`config.mk`:
```
export PLATFORM = sky130hd
export DESIGN_NAME = ps2_device_command_ack_retry
export DESIGN_NICKNAME = d
export VERILOG_FILES = /design/src/rtl/core/ps2dca_pkg.sv /design/src/rtl/core/ps2dca_outq.sv /design/src/rtl/core/ps2dca_engine.sv /design/src/rtl/core/ps2_device_command_ack_retry.sv
export SDC_FILE = /design/constraint.sdc
export NUM_CORES = 1
export LEC_CHECK = 0
export ABC_AREA = 1
export BUFFER_PORTS_ARGS = -buffer_cell sky130_fd_sc_hd__buf_2
export CORE_MARGIN = 1.5
export CORE_UTILIZATION = 60
export DETAILED_ROUTE_END_ITERATION = 16
export PLACE_DENSITY = 0.88
export SLEW_MARGIN = 5
export SYNTH_ARGS = -nofsm -noshare
export SYNTH_HDL_FRONTEND = slang
export SYNTH_SLANG_ARGS = --single-unit
```
`constraint.sdc`:
```
create_clock -name clk -period 4.9 [get_ports clk]
set_clock_uncertainty 0.05 [all_clocks]
set_input_delay 0.49 -clock clk [delete_from_list [all_inputs] [get_ports clk]]
set_output_delay 0.49 -clock clk [all_outputs]
set_load 0.1 [all_outputs]
```
`src/rtl/core/ps2dca_pkg.sv`:
```
// ---------------------------------------------------------------------------
// ps2dca_pkg
// Types, codes and constants of the PS/2 device command sender.
// ---------------------------------------------------------------------------
package ps2dca_pkg;

    // Request codes
    localparam logic [1:0] REQ_START   = 2'd0;
    localparam logic [1:0] REQ_REPLY   = 2'd1;
    localparam logic [1:0] REQ_TIMEOUT = 2'd2;

    // Result kinds
    localparam logic [1:0] KIND_CMD  = 2'd0;
    localparam logic [1:0] KIND_DATA = 2'd1;
    localparam logic [1:0] KIND_DONE = 2'd2;

    // Completion status
    localparam logic [1:0] ST_OK      = 2'd0;
    localparam logic [1:0] ST_EIO     = 2'd1;
    localparam logic [1:0] ST_GAVE_UP = 2'd2;

    // Protocol bytes
    localparam logic [7:0] CMD_PORT2    = 8'hD4;
    localparam logic [7:0] REPLY_BAT    = 8'hAA;
    localparam logic [7:0] REPLY_ACK    = 8'hFA;
    localparam logic [7:0] REPLY_RESEND = 8'hFE;

    // Configuration port
    localparam int         CFG_IDX_W        = 1;
    localparam int         CFG_DATA_W       = 4;
    localparam logic [0:0] CFG_MAX_ATTEMPTS = 1'd0;
    localparam logic [0:0] CFG_MAX_READS    = 1'd1;
    localparam logic [3:0] MAX_ATTEMPTS_RST = 4'd10;
    localparam logic [1:0] MAX_READS_RST    = 2'd3;
    localparam logic [3:0] ATTEMPT_SAT      = 4'd15;

    // Result store depth
    localparam int OUTQ_DEPTH = 4;

    typedef struct packed {
        logic [1:0] req_type;
        logic [7:0] data_byte;
        logic       port2;
        logic [7:0] reply_byte;
    } req_t;

    typedef struct packed {
        logic [1:0] out_kind;
        logic [7:0] out_byte;
        logic [1:0] status;
        logic       last;
    } rsp_t;

    // Results of one decided request, toward the result store
    typedef struct packed {
        logic [1:0] cnt;
        rsp_t       res0;
        rsp_t       res1;
    } push_t;

endpackage

```
`src/rtl/core/ps2dca_outq.sv`:
```
// ---------------------------------------------------------------------------
// ps2dca_outq
// Result store: takes up to two words a cycle, hands out one word a cycle while rsp_ready is high.
// ---------------------------------------------------------------------------
module ps2dca_outq #(
    parameter int DEPTH = ps2dca_pkg::OUTQ_DEPTH
) (
    input  logic                clk,
    input  logic                rst_n,
    input  ps2dca_pkg::push_t   push,
    output logic                room,
    output logic                rsp_valid,
    input  logic                rsp_ready,
    output ps2dca_pkg::rsp_t    rsp
);

    localparam int PW = (DEPTH > 1) ? $clog2(DEPTH) : 1;
    localparam int CW = $clog2(DEPTH + 1);
    localparam logic [CW-1:0] ROOM_MAX = CW'(DEPTH - 2);

    ps2dca_pkg::rsp_t mem [DEPTH];
    logic [PW-1:0] wr_ptr_reg, wr_ptr_next;
    logic [PW-1:0] rd_ptr_reg, rd_ptr_next;
    logic [CW-1:0] count_reg, count_next;
    logic [PW-1:0] wr_ptr_2nd;
    logic          pop;

    function automatic logic [PW-1:0] ptr_inc(input logic [PW-1:0] p);
        ptr_inc = (p == PW'(DEPTH - 1)) ? '0 : p + 1'b1;
    endfunction

    assign room      = (count_reg <= ROOM_MAX);
    assign rsp_valid = (count_reg != '0);
    assign rsp       = mem[rd_ptr_reg];
    assign pop       = rsp_valid && rsp_ready;
    assign wr_ptr_2nd = ptr_inc(wr_ptr_reg);

    // Advance pointers and fill level
    always_comb
    begin
        wr_ptr_next = wr_ptr_reg;
        case (push.cnt)
            2'd1:    wr_ptr_next = wr_ptr_2nd;
            2'd2:    wr_ptr_next = ptr_inc(wr_ptr_2nd);
            default: wr_ptr_next = wr_ptr_reg;
        endcase
        rd_ptr_next = pop ? ptr_inc(rd_ptr_reg) : rd_ptr_reg;
        count_next  = count_reg + CW'(push.cnt) - CW'(pop);
    end

    always_ff @(posedge clk or negedge rst_n)
    begin
        if (!rst_n)
        begin
            wr_ptr_reg <= '0;
            rd_ptr_reg <= '0;
            count_reg  <= '0;
        end
        else
        begin
            wr_ptr_reg <= wr_ptr_next;
            rd_ptr_reg <= rd_ptr_next;
            count_reg  <= count_next;
        end
    end

    // Write incoming words
    always_ff @(posedge clk)
    begin
        if (push.cnt != 2'd0)
        begin
            mem[wr_ptr_reg] <= push.res0;
        end
        if (push.cnt == 2'd2)
        begin
            mem[wr_ptr_2nd] <= push.res1;
        end
    end

endmodule

```
`src/rtl/core/ps2dca_engine.sv`:
```
// ---------------------------------------------------------------------------
// ps2dca_engine
// Request register, send state and the per-request decision logic.
// ---------------------------------------------------------------------------
module ps2dca_engine (
    input  logic               clk,
    input  logic               rst_n,
    input  logic               req_valid,
    output logic               req_ready,
    input  ps2dca_pkg::req_t   req,
    input  logic [3:0]         max_attempts,
    input  logic [1:0]         max_reads,
    input  logic               room,
    output ps2dca_pkg::push_t  push
);

    logic             in_valid_reg, in_valid_next;
    ps2dca_pkg::req_t item_reg;
    logic             busy_reg, busy_next;
    logic [7:0]       held_byte_reg, held_byte_next;
    logic             held_port_reg, held_port_next;
    logic [3:0]       attempt_reg, attempt_next;
    logic [1:0]       read_reg, read_next;
    logic             fire;
    logic             take;

    assign fire      = in_valid_reg && room;
    assign req_ready = !in_valid_reg || room;
    assign take      = req_valid && req_ready;

    // Hold the request until the decision stage takes it
    always_comb
    begin
        in_valid_next = in_valid_reg;
        if (take)
            in_valid_next = 1'b1;
        else if (fire)
            in_valid_next = 1'b0;
    end

    // Decide results and next send state
    always_comb
    begin
        logic [1:0] rc;
        logic [3:0] ac;
        logic [7:0] send_byte;
        logic       send_port;
        logic       do_send;
        logic       do_finish;
        logic [1:0] fin_st;

        rc        = read_reg + 2'd1;
        ac        = (attempt_reg < ps2dca_pkg::ATTEMPT_SAT) ? attempt_reg + 4'd1 : attempt_reg;
        send_byte = held_byte_reg;
        send_port = held_port_reg;
        do_send   = 1'b0;
        do_finish = 1'b0;
        fin_st    = ps2dca_pkg::ST_OK;

        busy_next      = busy_reg;
        held_byte_next = held_byte_reg;
        held_port_next = held_port_reg;
        attempt_next   = attempt_reg;
        read_next      = read_reg;

        if (fire)
        begin
            case (item_reg.req_type)
                ps2dca_pkg::REQ_START:
                begin
                    if (!busy_reg)
                    begin
                        busy_next      = 1'b1;
                        held_byte_next = item_reg.data_byte;
                        held_port_next = item_reg.port2;
                        attempt_next   = 4'd0;
                        send_byte      = item_reg.data_byte;
                        send_port      = item_reg.port2;
                        do_send        = 1'b1;
                    end
                end
                ps2dca_pkg::REQ_TIMEOUT:
                begin
                    if (busy_reg)
                    begin
                        do_finish = 1'b1;
                        fin_st    = ps2dca_pkg::ST_EIO;
                    end
                end
                ps2dca_pkg::REQ_REPLY:
                begin
                    if (busy_reg)
                    begin
                        case (item_reg.reply_byte)
                            ps2dca_pkg::REPLY_BAT:
                            begin
                                read_next = rc;
                                if (rc >= max_reads || rc == 2'd0)
                                begin
                                    do_finish = 1'b1;
                                    fin_st    = ps2dca_pkg::ST_EIO;
                                end
                            end
                            ps2dca_pkg::REPLY_ACK:
                            begin
                                do_finish = 1'b1;
                                fin_st    = ps2dca_pkg::ST_OK;
                            end
                            ps2dca_pkg::REPLY_RESEND:
                            begin
                                attempt_next = ac;
                                if (ac >= max_attempts)
                                begin
                                    do_finish = 1'b1;
                                    fin_st    = ps2dca_pkg::ST_GAVE_UP;
                                end
                                else
                                begin
                                    do_send = 1'b1;
                                end
                            end
                            default:
                            begin
                                do_finish = 1'b1;
                                fin_st    = ps2dca_pkg::ST_EIO;
                            end
                        endcase
                    end
                end
                default:
                begin
                    do_send = 1'b0;
                end
            endcase
        end

        // Drop busy on completion, restart the read count on each send
        if (do_finish)
            busy_next = 1'b0;
        if (do_send)
            read_next = 2'd0;

        push.cnt  = 2'd0;
        push.res0 = '0;
        push.res1 = '0;
        if (do_finish)
        begin
            push.cnt           = 2'd1;
            push.res0.out_kind = ps2dca_pkg::KIND_DONE;
            push.res0.status   = fin_st;
            push.res0.last     = 1'b1;
        end
        else if (do_send && send_port)
        begin
            push.cnt           = 2'd2;
            push.res0.out_kind = ps2dca_pkg::KIND_CMD;
            push.res0.out_byte = ps2dca_pkg::CMD_PORT2;
            push.res1.out_kind = ps2dca_pkg::KIND_DATA;
            push.res1.out_byte = send_byte;
            push.res1.last     = 1'b1;
        end
        else if (do_send)
        begin
            push.cnt           = 2'd1;
            push.res0.out_kind = ps2dca_pkg::KIND_DATA;
            push.res0.out_byte = send_byte;
            push.res0.last     = 1'b1;
        end
    end

    always_ff @(posedge clk or negedge rst_n)
    begin
        if (!rst_n)
        begin
            in_valid_reg  <= 1'b0;
            busy_reg      <= 1'b0;
            held_byte_reg <= 8'd0;
            held_port_reg <= 1'b0;
            attempt_reg   <= 4'd0;
            read_reg      <= 2'd0;
        end
        else
        begin
            in_valid_reg  <= in_valid_next;
            busy_reg      <= busy_next;
            held_byte_reg <= held_byte_next;
            held_port_reg <= held_port_next;
            attempt_reg   <= attempt_next;
            read_reg      <= read_next;
        end
    end

    // Load the request word
    always_ff @(posedge clk)
    begin
        if (take)
            item_reg <= req;
    end

endmodule

```
`src/rtl/core/ps2_device_command_ack_retry.sv`:
```
// ---------------------------------------------------------------------------
// ps2_device_command_ack_retry
// Host-side PS/2 device byte sender with acknowledge and resend handling.
//
//   channel  dir  handshake            word
//   req      in   req_valid/req_ready  ps2dca_pkg::req_t
//   rsp      out  rsp_valid/rsp_ready  ps2dca_pkg::rsp_t
//   cfg      in   cfg_we               cfg_index, cfg_wdata
//
// A request word is decided from the request register once the result store
// has room for two words, and its result words join the store at the next
// edge. One request enters per cycle while the result store has that room;
// the single result port drains one word a cycle while rsp_ready is high,
// and a request causes at most two words, a command and a data word.
// Reset clears all control state and loads max_attempts 10, max_reads 3.
// Stalls on rsp back up through the result store into req_ready.
// ---------------------------------------------------------------------------
module ps2_device_command_ack_retry #(
    parameter int OUTQ_DEPTH = ps2dca_pkg::OUTQ_DEPTH
) (
    input  logic                                 clk,
    input  logic                                 rst_n,
    input  logic                                 req_valid,
    output logic                                 req_ready,
    input  ps2dca_pkg::req_t                     req,
    output logic                                 rsp_valid,
    input  logic                                 rsp_ready,
    output ps2dca_pkg::rsp_t                     rsp,
    input  logic                                 cfg_we,
    input  logic [ps2dca_pkg::CFG_IDX_W-1:0]     cfg_index,
    input  logic [ps2dca_pkg::CFG_DATA_W-1:0]    cfg_wdata
);

    logic [3:0]        max_attempts_reg;
    logic [1:0]        max_reads_reg;
    logic              room;
    ps2dca_pkg::push_t push;

    // Configuration registers
    always_ff @(posedge clk or negedge rst_n)
    begin
        if (!rst_n)
        begin
            max_attempts_reg <= ps2dca_pkg::MAX_ATTEMPTS_RST;
            max_reads_reg    <= ps2dca_pkg::MAX_READS_RST;
        end
        else if (cfg_we)
        begin
            if (cfg_index == ps2dca_pkg::CFG_MAX_ATTEMPTS)
                max_attempts_reg <= cfg_wdata[3:0];
            if (cfg_index == ps2dca_pkg::CFG_MAX_READS)
                max_reads_reg <= cfg_wdata[1:0];
        end
    end

    ps2dca_engine u_engine (
        .clk          (clk),
        .rst_n        (rst_n),
        .req_valid    (req_valid),
        .req_ready    (req_ready),
        .req          (req),
        .max_attempts (max_attempts_reg),
        .max_reads    (max_reads_reg),
        .room         (room),
        .push         (push)
    );

    ps2dca_outq #(
        .DEPTH (OUTQ_DEPTH)
    ) u_outq (
        .clk       (clk),
        .rst_n     (rst_n),
        .push      (push),
        .room      (room),
        .rsp_valid (rsp_valid),
        .rsp_ready (rsp_ready),
        .rsp       (rsp)
    );

endmodule

```
Word level (Yosys, flattened, before mapping)

Memory sizes are Yosys's and may differ from the RTL's.
Index checks and enable logic that the tools add are counted.

Bitwise logic cells: 1
Add/sub/neg operators: 7
Muxes and demuxes: 61
Magnitude comparators: 4
Reduce and logical (&&, ||, !) cells: 25
Equality and inequality tests: 13

Operators by type and width:

| kind                                                                   | number |
|---|---|
| 8-bit 2-to-1 mux                                                       | 4 |
| 1-bit 2-to-1 mux                                                       | 29 |
| 8-bit equality test (second input constant)                            | 3 |
| 2-bit 2-to-1 mux                                                       | 12 |
| 4-bit 2-to-1 mux                                                       | 5 |
| 2-bit nonzero test                                                     | 10 |
| 12-bit 2-to-1 mux                                                      | 1 |
| 11-bit 2-to-1 mux                                                      | 1 |
| 2-bit equality test (second input constant)                            | 5 |
| 10-bit 2-to-1 mux                                                      | 1 |
| 9-bit 2-to-1 mux                                                       | 1 |
| 2-bit by 1-bit adder with 2-bit output (second input constant)         | 4 |
| 2-bit case mux with 2 select lines                                     | 2 |
| 4-bit case mux with 2 select lines                                     | 1 |
| 1-bit case mux with 2 select lines                                     | 3 |
| 2-bit case mux with 3 select lines                                     | 1 |
| 2-bit AND reduction                                                    | 3 |
| 5-bit AND reduction                                                    | 1 |
| 4-bit by 1-bit adder with 4-bit output (second input constant)         | 1 |
| 2-bit by 1-bit equality test with 1-bit output (second input constant) | 2 |
| 4-bit >= comparator                                                    | 1 |
| 1-bit logical AND                                                      | 4 |
| 2-bit zero test                                                        | 2 |
| 4-bit less-than comparator (second input constant)                     | 1 |
| 11 further kinds                                                       | 13 |

Bits in registers: 49
Output and inout bits: 15
RAM bits: 52
Memories: 1
Bits of input ports: 29

Memory list:

| memory     | depth | bits a word | read ports | clocked after Yosys merged registers in | wr ports | line              | text |
|---|---|---|---|---|---|---|---|
| u_outq.mem | 4     | 13          | 1          | 0                                       | 2        | ps2dca_outq.sv:21 | `ps2dca_pkg::rsp_t mem [DEPTH];` |

Logic depth before layout (Yosys ltp)

Depth after elaboration: 14
Gate-level depth with buffers: 23
Gate-level depth less buffers: 22

Hierarchy

A second synthesis with hierarchy kept.

Cells, all modules: 580
Area total of the unflattened synthesis: 5546.6 µm²

By module, submodules not included:

| module                       | area an instance (µm²) | times used | cells each |
|---|---|---|---|
| ps2dca_outq                  | 3251.9                 | 1          | 319 |
| ps2dca_engine                | 2035.7                 | 1          | 233 |
| ps2_device_command_ack_retry | 259.0                  | 1          | 28 |

Worst setup path before layout

No wires, ideal clock.

Path kind: register -> register
From: reg u_engine.attempt_reg[0]
To: mem u_outq.mem[2][11] in the netlist's numbering, data pin
Cell stages (with the launch flop): 21
Library setup time: 0.152 ns
Path slack: 1.328 ns
Arrival: 3.369 ns
Period minus slack after synthesis: 3.572 ns
Path through: dfrtp_1 > ha_1 > nand3_1 > xor2_1 > inv_1 > ha_1 > nand4_1 > nand3_1 > o21bai_4 > nand2_4 > nor2_2 > inv_1 > nand2_2 > inv_1 > ha_1 > clkbuf_1 > nand2_2 > clkinv_1 > nor2_1 > inv_1 > o21ai_0

RTL lines:

| what                     | line                 | text |
|---|---|---|
| start: declaration       | ps2dca_engine.sv:22  | `logic [3:0] attempt_reg, attempt_next;` |
| start signal: assignment | ps2dca_engine.sv:188 | `attempt_reg <= attempt_next;` |
| end: declaration         | ps2dca_outq.sv:21    |  |

==> flow_summary.toml <==
[outcome]
status = "completed"

[placement]
place_ws_ns = 0.5514
hpwl_um = 9185
placed_cells = 710
place.gp.congestion = 1.047
portBuffers = 43

[sta]
slew_violations = 0
setup_viol = 0
fin_ws_ns = 0.4546
rsz0062_at_grt = "false"
finalHoldViolations = 0
fin_crit_ns = 4.445
min_period_over_period_pct = 90.72
whs_ns = 0.1123
fmaxAchievable_mhz = 225.0
slew_headroom_pct = 33.40
fin_setup_tns_ns = 0
tightest_slew_ns = 0.9990

[cts]
post_cts_buffers = 0
clk_pin_slew_ns = 0.11
htreeDepth = 3
cts-resized-gates = 0
cts_hold_buf = 0
insertion_delay_ns = 0.37
clock_path_buffers = 2
cts_root_buf = "clkbuf_8"
clock_sinks = 101
cts_tree = "done"
cts_buffers = 9

[worst_hold_path]
hp-class = "input port to async pin"

[layout]
nFillCells = 669
fin_util_pct = 68.36
regArea_mm2 = 0.002768
final_cells = 726
multiInputGateArea_mm2 = 0.002125
layout-drive-gt1-share_pct = 15.30
largest_reg_flops = 52
area_growth_pct = 9.253
diodes = 0
nets = 670

[setup_path]
required_ns = 5.04
critPathMaxFanout = 22
rrSetupSlack_ns = 0.45
rr_startpoint = "u_engine.attempt_reg[0]"
cp_slowest_stage_delay_ns = 0.46
cp_cell_sequence = "ha_1 -> nand3_1 -> xor2_1 -> inv_1 -> ha_1 -> nand4_1 -> nand3_1 -> nand2_1 -> nand3_1 -> nand2_2 -> nand2_2 -> inv_1 -> ha_1 -> nand2_1 -> inv_1 -> nor2_1 -> nand3_1 -> a21oi_1"
path_class = "register to register"
path_common_cell = "nand3_1"
crit_buf_inv = 3
r2r_end = "u_outq.mem[3][6]"
critPathLaunchType = "register"
cp.arrival_ns = 4.59
worstRegToRegCells = 18
cp_slowest_cell = "nor2_1"
worst_setup_path_end_kind = "register"
critPathTopFamily = "simple AND/OR/NAND/NOR gates"

[route]
first_iter_violations = 454
via_per_inst = 5.701
drt_pass1_iterations = 7
ant_nets = 0
routed_wl_um = 11970
num_vias = 4139
drc = 0
wl_per_cell_um = 16.49

[yosys]
yosysMostFrequentCell = "nand2_1"
synth-edff-count = 59
synth_area_leaders = "edfxtp_1 (34%), dfrtp_1 (13%), nand2_1 (8.8%)"
synth.avg_cell_area_um2 = 9.062
ys_warn_count = 0
synth.largest_area_cell = "edfxtp_1"
yosysTopAreaCellShare_pct = 34.12
async_reset_ff_share_pct = 29.70
netlist_area_mm2 = 0.005192
synth_nets = 627
synthFlopType = "edfxtp_1"
synth_cells = 573
synth_commonest_cells = "nand2_1 (122), nand3_1 (66), edfxtp_1 (59), inv_1 (59), nor2_1 (54)"
ys_seq_area_share_pct = 53.30
ys_ff_latch = 101
synth_cell_type_count = 39

[floorplanning]
coreArea_mm2 = 0.008299
io-pin-count = 44
die_area_mm2 = 0.009221
start_util_pct = 62.57
dieWidth_um = 96.03
dieHeight_um = 96.03
rows = 33

[power]
p_int_uw = 1581
combPwrFrac_pct = 47.7
clkPwrFrac_pct = 15.1
ir_drop_mv = 0.3137
p_sw_uw = 1667
power.density_mw_per_mm2 = 572.7
leakage_uw = 0.002615
p_sw_share_pct = 51.32
seqPwrFrac_pct = 37.2

[grt]
grt_use_total_pct = 28.18
antenna_found_initial = 0
grt_pass1_vias = 3834
grt_pass1_wl_um = 18930
overflow = 0
grt_max_degree = 31

[flow_run]
drv_cap = 0
[how the worst max path moves through the flow]
stage	start	to	slack, ns	cells after the start
finish	u_engine.attempt_reg[0]	u_outq.mem[3][6]	0.45	18
global route	u_engine.attempt_reg[0]	u_outq.mem[3][6]	0.05	20
CTS	u_engine.attempt_reg[0]	u_outq.mem[3][6]	0.51	18
detailed placement	u_engine.attempt_reg[0]	u_outq.mem[3][6]	0.55	18
global placement	u_engine.attempt_reg[0]	u_outq.mem[3][8]	0.75	18
floorplan	u_engine.attempt_reg[0]	u_outq.mem[2][11]	1.33	20
[worst register-to-register path, stage by stage (launching register included)]
cell	delay, ns
dfrtp_1	0.43
ha_1	0.24
nand3_1	0.17
xor2_1	0.24
inv_1	0.08
ha_1	0.27
nand4_1	0.08
nand3_1	0.20
nand2_1	0.08
nand3_1	0.11
nand2_2	0.28
nand2_2	0.27
inv_1	0.09
ha_1	0.32
nand2_1	0.19
inv_1	0.16
nor2_1	0.46
nand3_1	0.26
a21oi_1	0.28
[metrics by stage]
| step | area, um2 | power [uW] |
|---|---|---|
| after floorplan | 5192 | 2452 |
| after global placement | 5493 | 2722 |
| after detailed placement | 5493 | 2773 |
| after CTS | 5673 | 3255 |
| after global routing | 5673 | 3423 |
| final | 5673 | 3249 |
[cell usage in the layout (no fill, tap or decap), types with 2 or more instances in the layout]
master	Yosys	routed
edfxtp_1	59	59
dfstp_2	4	4
o21ai_0	52	52
ha_1	24	24
nor2_1	54	54
inv_2	4	4
nor2_2	2	2
nor2_4	5	5
buf_2	1	43
o21ai_1	2	2
xor2_1	5	5
nand2_2	7	7
a21oi_1	13	12
nand2_4	3	3
clkbuf_8	0	9
nand3_1	66	66
nand2_1	122	122
clkinv_2	0	2
inv_6	0	3
clkinv_1	3	3
o22ai_1	13	13
nand4_1	6	6
or2_2	4	4
xnor2_1	2	2
dfrtp_1	26	26
dfxtp_1	12	12
nand3_2	2	2
nor3_1	2	2
inv_1	59	59
[area by class of cell]
type | instances | share of cell area [%]
clock buffers | 9 | 2.184
clock inverters | 7 | 0.9925
inverters | 67 | 4.477
multi-input cells | 394 | 37.45
flip-flops and latches | 101 | 48.79
well taps | 105 | 2.316
repair buffers | 43 | 3.794
[cells by family after synthesis]
| kind of cell | synth area share (%) |
|---|---|
| AO/OA/AOI/OAI | 8.868 |
| XOR/XNOR | 1.181 |
| adder cells (fa/ha/maj) | 6.169 |
| buffers and inverters | 5.855 |
| flip-flops | 53.30 |
| multiplexers | 0.2169 |
| AND/OR/NAND/NOR | 24.41 |
[metal layers]
| metal | track usage [%] | routed length (um) |
|---|---|---|
| met5 | 0 | 0 |
| met3 | 4.660 | 799 |
| met4 | 9.559 | 252 |
| met2 | 45.01 | 5672 |
| met1 | 39.11 | 5248 |
[power by group through the flow]
stage / Clock (uW) / Combinational [uW] / Sequential [uW]
after detailed placement: 0 / 1550 / 1220
after CTS: 497 / 1550 / 1210
after global placement: 0 / 1510 / 1210
after global routing: 526 / 1670 / 1230
final: 491 / 1550 / 1210
after floorplan: 0 / 1290 / 1160
Power figures use the tool's default switching activity.
